[src/rtl/stb_pkg.sv]
package stb_pkg;

    localparam int NumTones   = 7;
    localparam int CfgW       = 14;
    localparam int FreqW      = 16;
    localparam int AmpW       = 16;
    localparam int SumW       = 32;
    localparam int FcW        = 23;
    localparam int CalcW      = 25;
    localparam int MinOctave  = 3;
    localparam int MaxOctave  = 9;
    localparam int FreqScale  = 100;
    localparam int AddrW      = 5;
    localparam int RegIdxW    = 3;
    localparam int ApbDataW   = 32;

    typedef logic [CfgW-1:0]  cfg_val_t;
    typedef logic [CalcW-1:0] calc_t;
    typedef logic [SumW-1:0]  sum_t;
    typedef logic [AmpW-1:0]  amp_t;

    typedef enum logic [RegIdxW-1:0] {
        REG_BASE_C    = 3'd0,
        REG_BASE_D    = 3'd1,
        REG_BASE_E    = 3'd2,
        REG_BASE_F    = 3'd3,
        REG_BASE_G    = 3'd4,
        REG_BASE_A    = 3'd5,
        REG_BASE_B    = 3'd6,
        REG_TOLERANCE = 3'd7
    } reg_idx_t;

    localparam cfg_val_t BaseReset [NumTones] = '{
        14'd1635, 14'd1835, 14'd2060, 14'd2283, 14'd2450, 14'd2750, 14'd3187
    };
    localparam cfg_val_t TolReset = 14'd100;

    function automatic calc_t scale_oct(cfg_val_t value, int octave);
        calc_t wide;
        wide = calc_t'(value);
        return wide << octave;
    endfunction

    function automatic sum_t sat_add(sum_t acc, amp_t amp);
        logic [SumW:0] total;
        total = {1'b0, acc} + {{(SumW + 1 - AmpW){1'b0}}, amp};
        return total[SumW] ? {SumW{1'b1}} : total[SumW-1:0];
    endfunction

endpackage

[src/rtl/spectrum_tone_binner.sv]
// Output: once the last bin of a frame has passed stages s1, s2 and s3, the sums are registered and m_tvalid rises.
// Throughput: one bin per cycle unless a last bin waits for the output; octave and tone windows
// are all compared in parallel in one stage; the saturating accumulators take one bin per cycle.
// Reset (rst_n, asynchronous, active low) empties the pipeline, clears the seven
// accumulators and loads the default tone bases and tolerance.
module spectrum_tone_binner
(
    input  logic                             clk,
    input  logic                             rst_n,
    input  logic                             s_tvalid,
    output logic                             s_tready,
    input  logic [31:0]                      s_tdata,   // frequency_hz, amplitude
    input  logic                             s_tlast,   // last_bin
    output logic                             m_tvalid,
    input  logic                             m_tready,
    output logic [stb_pkg::NumTones*32-1:0]  m_tdata,   // sum_c, sum_d, sum_e, sum_f, sum_g, sum_a, sum_b
    input  logic                             psel,
    input  logic                             penable,
    input  logic                             pwrite,
    input  logic [stb_pkg::AddrW-1:0]        paddr,
    input  logic [stb_pkg::ApbDataW-1:0]     pwdata,
    output logic [stb_pkg::ApbDataW-1:0]     prdata,
    output logic                             pready
);
    import stb_pkg::*;

    cfg_val_t               base_reg [NumTones];
    cfg_val_t               tol_reg;
    reg_idx_t               cfg_idx;
    cfg_val_t               rd_val;
    logic                   cfg_write;

    logic                   s1_valid_reg;
    logic [FreqW-1:0]       s1_freq_reg;
    amp_t                   s1_amp_reg;
    logic                   s1_last_reg;
    logic                   s2_valid_reg;
    logic [FcW-1:0]         s2_fc_reg;
    amp_t                   s2_amp_reg;
    logic                   s2_last_reg;
    logic                   s3_valid_reg;
    logic [NumTones-1:0]    s3_mask_reg;
    amp_t                   s3_amp_reg;
    logic                   s3_last_reg;

    sum_t                   acc_reg [NumTones];
    sum_t                   sum_next [NumTones];
    logic                   out_valid_reg;
    sum_t                   out_sum_reg [NumTones];

    logic                   out_free;
    logic                   s1_ready;
    logic                   s2_ready;
    logic                   s3_ready;
    logic [MaxOctave:1]     oct_sel;
    logic [NumTones-1:0]    mask_next;

    assign pready    = 1'b1;
    assign cfg_idx   = reg_idx_t'(paddr[AddrW-1:2]);
    assign cfg_write = psel && penable && pwrite && pready;
    assign rd_val    = (cfg_idx == REG_TOLERANCE) ? tol_reg : base_reg[cfg_idx];
    assign prdata    = {{(ApbDataW - CfgW){1'b0}}, rd_val};

    always_ff @(posedge clk or negedge rst_n)
    begin
        if (!rst_n)
        begin
            for (int t = 0; t < NumTones; t++)
            begin
                base_reg[t] <= BaseReset[t];
            end
            tol_reg <= TolReset;
        end
        else if (cfg_write)
        begin
            if (cfg_idx == REG_TOLERANCE)
            begin
                tol_reg <= pwdata[CfgW-1:0];
            end
            else
            begin
                base_reg[cfg_idx] <= pwdata[CfgW-1:0];
            end
        end
    end

    assign out_free = !out_valid_reg || m_tready;
    assign s3_ready = !s3_valid_reg || !s3_last_reg || out_free;
    assign s2_ready = !s2_valid_reg || s3_ready;
    assign s1_ready = !s1_valid_reg || s2_ready;
    assign s_tready = s1_ready;

    // The first octave whose coarse window holds the bin selects the tone windows;
    // octaves one and two are found but contribute nothing.
    always_comb
    begin
        calc_t fc;
        calc_t tol_w;
        calc_t centre;
        calc_t half;
        logic  found;
        logic  hit;
        fc    = calc_t'(s2_fc_reg);
        tol_w = calc_t'(tol_reg);
        found = 1'b0;
        oct_sel = '0;
        for (int j = 1; j <= MaxOctave; j++)
        begin
            hit = (fc + tol_w > scale_oct(base_reg[REG_BASE_C], j))
                && (fc < scale_oct(base_reg[REG_BASE_B], j) + tol_w);
            oct_sel[j] = hit && !found && (j >= MinOctave);
            found = found | hit;
        end
        mask_next = '0;
        for (int t = 0; t < NumTones; t++)
        begin
            for (int j = MinOctave; j <= MaxOctave; j++)
            begin
                centre = scale_oct(base_reg[t], j);
                half   = scale_oct(tol_reg, j);
                if (oct_sel[j] && (fc + half > centre) && (fc < centre + half))
                begin
                    mask_next[t] = 1'b1;
                end
            end
        end
    end

    always_comb
    begin
        for (int t = 0; t < NumTones; t++)
        begin
            sum_next[t] = s3_mask_reg[t] ? sat_add(acc_reg[t], s3_amp_reg) : acc_reg[t];
        end
    end

    always_ff @(posedge clk or negedge rst_n)
    begin
        if (!rst_n)
        begin
            s1_valid_reg  <= 1'b0;
            s2_valid_reg  <= 1'b0;
            s3_valid_reg  <= 1'b0;
            out_valid_reg <= 1'b0;
            for (int t = 0; t < NumTones; t++)
            begin
                acc_reg[t] <= '0;
            end
        end
        else
        begin
            if (s1_ready)
            begin
                s1_valid_reg <= s_tvalid;
            end
            if (s2_ready)
            begin
                s2_valid_reg <= s1_valid_reg;
            end
            if (s3_ready)
            begin
                s3_valid_reg <= s2_valid_reg;
            end
            if (s3_valid_reg && s3_ready)
            begin
                for (int t = 0; t < NumTones; t++)
                begin
                    acc_reg[t] <= s3_last_reg ? '0 : sum_next[t];
                end
            end
            if (s3_valid_reg && s3_last_reg && out_free)
            begin
                out_valid_reg <= 1'b1;
            end
            else if (m_tready)
            begin
                out_valid_reg <= 1'b0;
            end
        end
    end

    always_ff @(posedge clk)
    begin
        if (s1_ready)
        begin
            s1_freq_reg <= s_tdata[FreqW-1:0];
            s1_amp_reg  <= s_tdata[FreqW+AmpW-1:FreqW];
            s1_last_reg <= s_tlast;
        end
        if (s2_ready)
        begin
            s2_fc_reg   <= FcW'(s1_freq_reg) * FcW'(FreqScale);
            s2_amp_reg  <= s1_amp_reg;
            s2_last_reg <= s1_last_reg;
        end
        if (s3_ready)
        begin
            s3_mask_reg <= mask_next;
            s3_amp_reg  <= s2_amp_reg;
            s3_last_reg <= s2_last_reg;
        end
        if (s3_valid_reg && s3_last_reg && out_free)
        begin
            for (int t = 0; t < NumTones; t++)
            begin
                out_sum_reg[t] <= sum_next[t];
            end
        end
    end

    assign m_tvalid = out_valid_reg;

    always_comb
    begin
        for (int t = 0; t < NumTones; t++)
        begin
            m_tdata[t*SumW +: SumW] = out_sum_reg[t];
        end
    end

`ifndef NO_ASSERTIONS
    a_result_from_last: assert property (@(posedge clk) disable iff (!rst_n)
        $rose(m_tvalid) |-> $past(s3_valid_reg && s3_last_reg))
        else $error("result raised without a last bin in the final stage");

    a_last_gives_result: assert property (@(posedge clk) disable iff (!rst_n)
        (s3_valid_reg && s3_last_reg && out_free) |=> m_tvalid)
        else $error("last bin consumed but no result presented");

    a_stall_only_when_full: assert property (@(posedge clk) disable iff (!rst_n)
        !s_tready |-> (s1_valid_reg && s2_valid_reg && s3_valid_reg))
        else $error("input stalled while the pipeline has a free stage");
`endif

endmodule
[config.mk]
export PLATFORM = sky130hd
export DESIGN_NAME = spectrum_tone_binner
export DESIGN_NICKNAME = d
export VERILOG_FILES = /design/src/rtl/stb_pkg.sv /design/src/rtl/spectrum_tone_binner.sv
export SDC_FILE = /design/constraint.sdc
export NUM_CORES = 2
export LEC_CHECK = 0
export ABC_AREA = 1
export ABC_CLOCK_PERIOD_IN_PS = 15200
export BUFFER_PORTS_ARGS = -buffer_cell sky130_fd_sc_hd__buf_2
export CORE_MARGIN = 5
export CORE_UTILIZATION = 40
export CTS_CLUSTER_SIZE = 14
export DETAILED_ROUTE_END_ITERATION = 8
export GPL_ROUTABILITY_DRIVEN = 1
export GPL_TIMING_DRIVEN = 0
export MAX_ROUTING_LAYER = met4
export PLACE_DENSITY_LB_ADDON = 0.25
export SLEW_MARGIN = 20
export SYNTH_ARGS = -nofsm -noshare
export SYNTH_HDL_FRONTEND = slang
export SYNTH_SLANG_ARGS = --single-unit
export TNS_END_PERCENT = 10
[constraint.sdc]
create_clock -name clk -period 15.2 [get_ports clk]
set_input_delay 0.76 -clock clk [delete_from_list [all_inputs] [get_ports clk]]
set_output_delay 0.76 -clock clk [all_outputs]
set_load 0.01 [all_outputs]
==> results.yml <==
global_routing:
  grt_remaining_overflow: 0
  grt.met2_usage: 0.510
  antenna_found_initial: 17
  busiest_layer: "met2"
  grt_max_degree: 88
  grt.met1_usage: 0.423
  grt_pass1_vias: 80000
  grt_first_pass_wirelength_um: 535000
  grt_usage: 0.340
  grt_use_met3: 0.0555
critical_path:
  rrSetupSlack_ps: 7270
  start_kind: "flop"
  r2r-end: "s3_mask_reg[3]"
  worst-setup-path-type: "reg2reg"
  crit_required_ps: 15490
  cp_common_cell: "nand2_1"
  cp_slowest_cell: "dfstp_2"
  cp_max_fo: 20
  critical_path.max_stage_delay_ps: 1100
  critPathCaptureType: "flop"
  reg2reg_depth: 28
  r2r_start: "base_reg[1]"
  crit_arrival_ps: 8210
hold_path:
  min_from: "s_tdata[20]"
  hp-class: "in2reg"
  worstHoldEndpoint: "s1_amp_reg[4]"
  hold_depth: 1
die:
  die_area_mm2: 0.219
  start_util: 0.401
  io_pins: 336
  die_w_um: 468
  rows: 168
  die_height_um: 468
  core_area_mm2: 0.209
placement:
  port_buffers: 296
  dp_slack_ps: 7470
  dpl.hpwl_um: 286000
  routabilityCongestion: 1.05
timing:
  hold_violations: 0
  tightestPinTransition_ps: 1250
  tns_ps: 0
  setup_ws_ps: 7270
  drv_slew: 0
  period_share: 0.521
  slew_headroom: 0.144
  grt_setup_unrepaired: "no"
  finClkSkew_ps: 32.1
  max_freq_mhz: 126
  period_needed_ps: 7930
  setup_violations: 0
clocking:
  insertion_delay_ps: 680
  post_cts_resize_count: 0
  cts_sinks: 659
  numCtsBuffers: 72
  clockBufferDepth: 3
  path_clk_slew_ps: 60
  cts_tree: "yes"
  cts-root-buf: "clkbuf_16"
  h-tree-depth: 3
logic_synthesis:
  ys_types: 80
  synth.area.top_cells: "ha_1 (31%), edfxtp_1 (11%), nand2_1 (8.9%), dfrtp_1 (8.8%), a21oi_1 (6.7%)"
  synth_area_mm2: 0.0839
  synth_flop_cell: "edfxtp_1"
  ys_ff_latch: 659
  synthCells: 10700
  ys_async_sr_fraction: 0.516
  ys_warn_count: 0
  synth_top_cell_by_area: "ha_1"
  yosysMostFrequentCell: "ha_1"
  synthTopCellsByCount: "ha_1 (2085), nand2_1 (1989), a21oi_1 (1123)"
  synth_top_area_share: 0.311
  synth_edf_count: 319
  ys_seq_area_frac: 0.216
  avgSynthCellArea_um2: 7.87
status:
  status: "finished, final reports clean"
routing:
  ant_nets: 0
  drc: 0
  wl_per_cell_um: 26.7
  first_pass_iters: 6
  num_vias: 84500
  drt_iter0_markers: 8298
  viasPerCell: 6.00
  wirelength_um: 375000
final_layout:
  n_fill_cell: 20600
  drive_gt1_frac: 0.0744
  fin_nets: 13400
  final_util: 0.450
  areaGrowthSynthToFinish_pct: 12.3
pwr:
  leakagePower_nw: 45.8
  power_density_mw_per_mm2: 226
  irDropWorstVdd_mv: 0.147
run:
  drv_cap: 0
[layout make-up]
cell class	count	area, um2	area share
multi-input combinational	8760	61300	0.651
sequential	659	18200	0.193
inverter	1126	4230	0.0449
timing repair buffer	427	3780	0.0401
tap	2805	3510	0.0373
clock buffer	90	1950	0.0207
buffer	136	634	0.00673
clock inverter	44	561	0.00595
antenna	21	52.6	0.000558
[repair_timing]
action,4_1_cts,5_1_grt
hold endpoints to repair,18,0
setup buffers,0,0
hold buffers,1,0
[cells in the final DEF (no fill, tap or decap), types with 38 or more instances in the layout]
master,n
xor2_1,263
dfstp_2,43
inv_2,38
dfrtp_1,282
o22ai_1,147
buf_2,304
a31oi_1,40
nand4_1,256
clkbuf_1,102
a21o_1,63
nand3_1,429
o21ai_0,625
inv_1,1077
edfxtp_1,319
ha_1,2085
fa_1,42
o21ai_1,43
nor4_1,62
nor2_1,641
xnor2_1,106
nand2_1,1988
o21bai_1,48
clkbuf_16,74
buf_8,85
o211ai_1,99
a211oi_1,53
nor3_1,170
a21oi_1,1123
[cell families after synthesis]
logic type      after synthesis  synth area share
compound gates             2511             0.171
xor+xnor                    408            0.0426
flops                       659             0.216
simple gates               3695             0.191
buf+inv                    1262            0.0578
fa+ha+maj                  2127             0.321
other cells                   2         0.0000895
[through the flow]
step	cells	hold slack, ps	cell area, um2	power, W
finish	14100	257	94200	0.0213
global route	14100	232	94200	0.0231
CTS	14000	213	94100	0.0209
detailed placement	13900	405	91600	0.0189
global placement	13800	405	88900	0.0177
floorplan	10700	400	83900	0.0131
[power by group]
part           internal [W]  leakage, nW  switching, W
combinational       0.00579         37.0        0.0108
sequential          0.00228         7.56      0.000564
clock               0.00105         1.21      0.000820
total               0.00913         45.8        0.0122
[how the worst max path moves through the flow]
stage                      startpoint            endpoint  slack [ps]  depth (start not counted)
after floorplan              m_tready   out_sum_reg[0][0]        4190                          2
after global placement       m_tready  out_sum_reg[4][29]         530                          3
after detailed placement  base_reg[1]      s3_mask_reg[3]        7470                         28
after CTS                 base_reg[1]      s3_mask_reg[3]        7450                         28
after global routing      base_reg[1]      s3_mask_reg[3]        7150                         28
final                     base_reg[1]      s3_mask_reg[3]        7270                         28
[metal layers]
layer	wire length, um	share of wire
met1	153000	0.41
met2	159000	0.42
met3	33800	0.090
met4	30500	0.081
met5	0	0
[worst max-delay path: cells and delay by family, from the launching register on]
| kind | cells | cell delay (ps) |
|---|---|---|
| buffers and inverters | 2 | 1090 |
| xor gates and xnor gates | 1 | 190 |
| and+or+nand+nor | 15 | 2450 |
| AOI/OAI and AO/OA | 8 | 1720 |
| adders and majority gates | 2 | 960 |
| DFF | 1 | 1100 |
No activity file was read; power rests on OpenSTA's default activity.
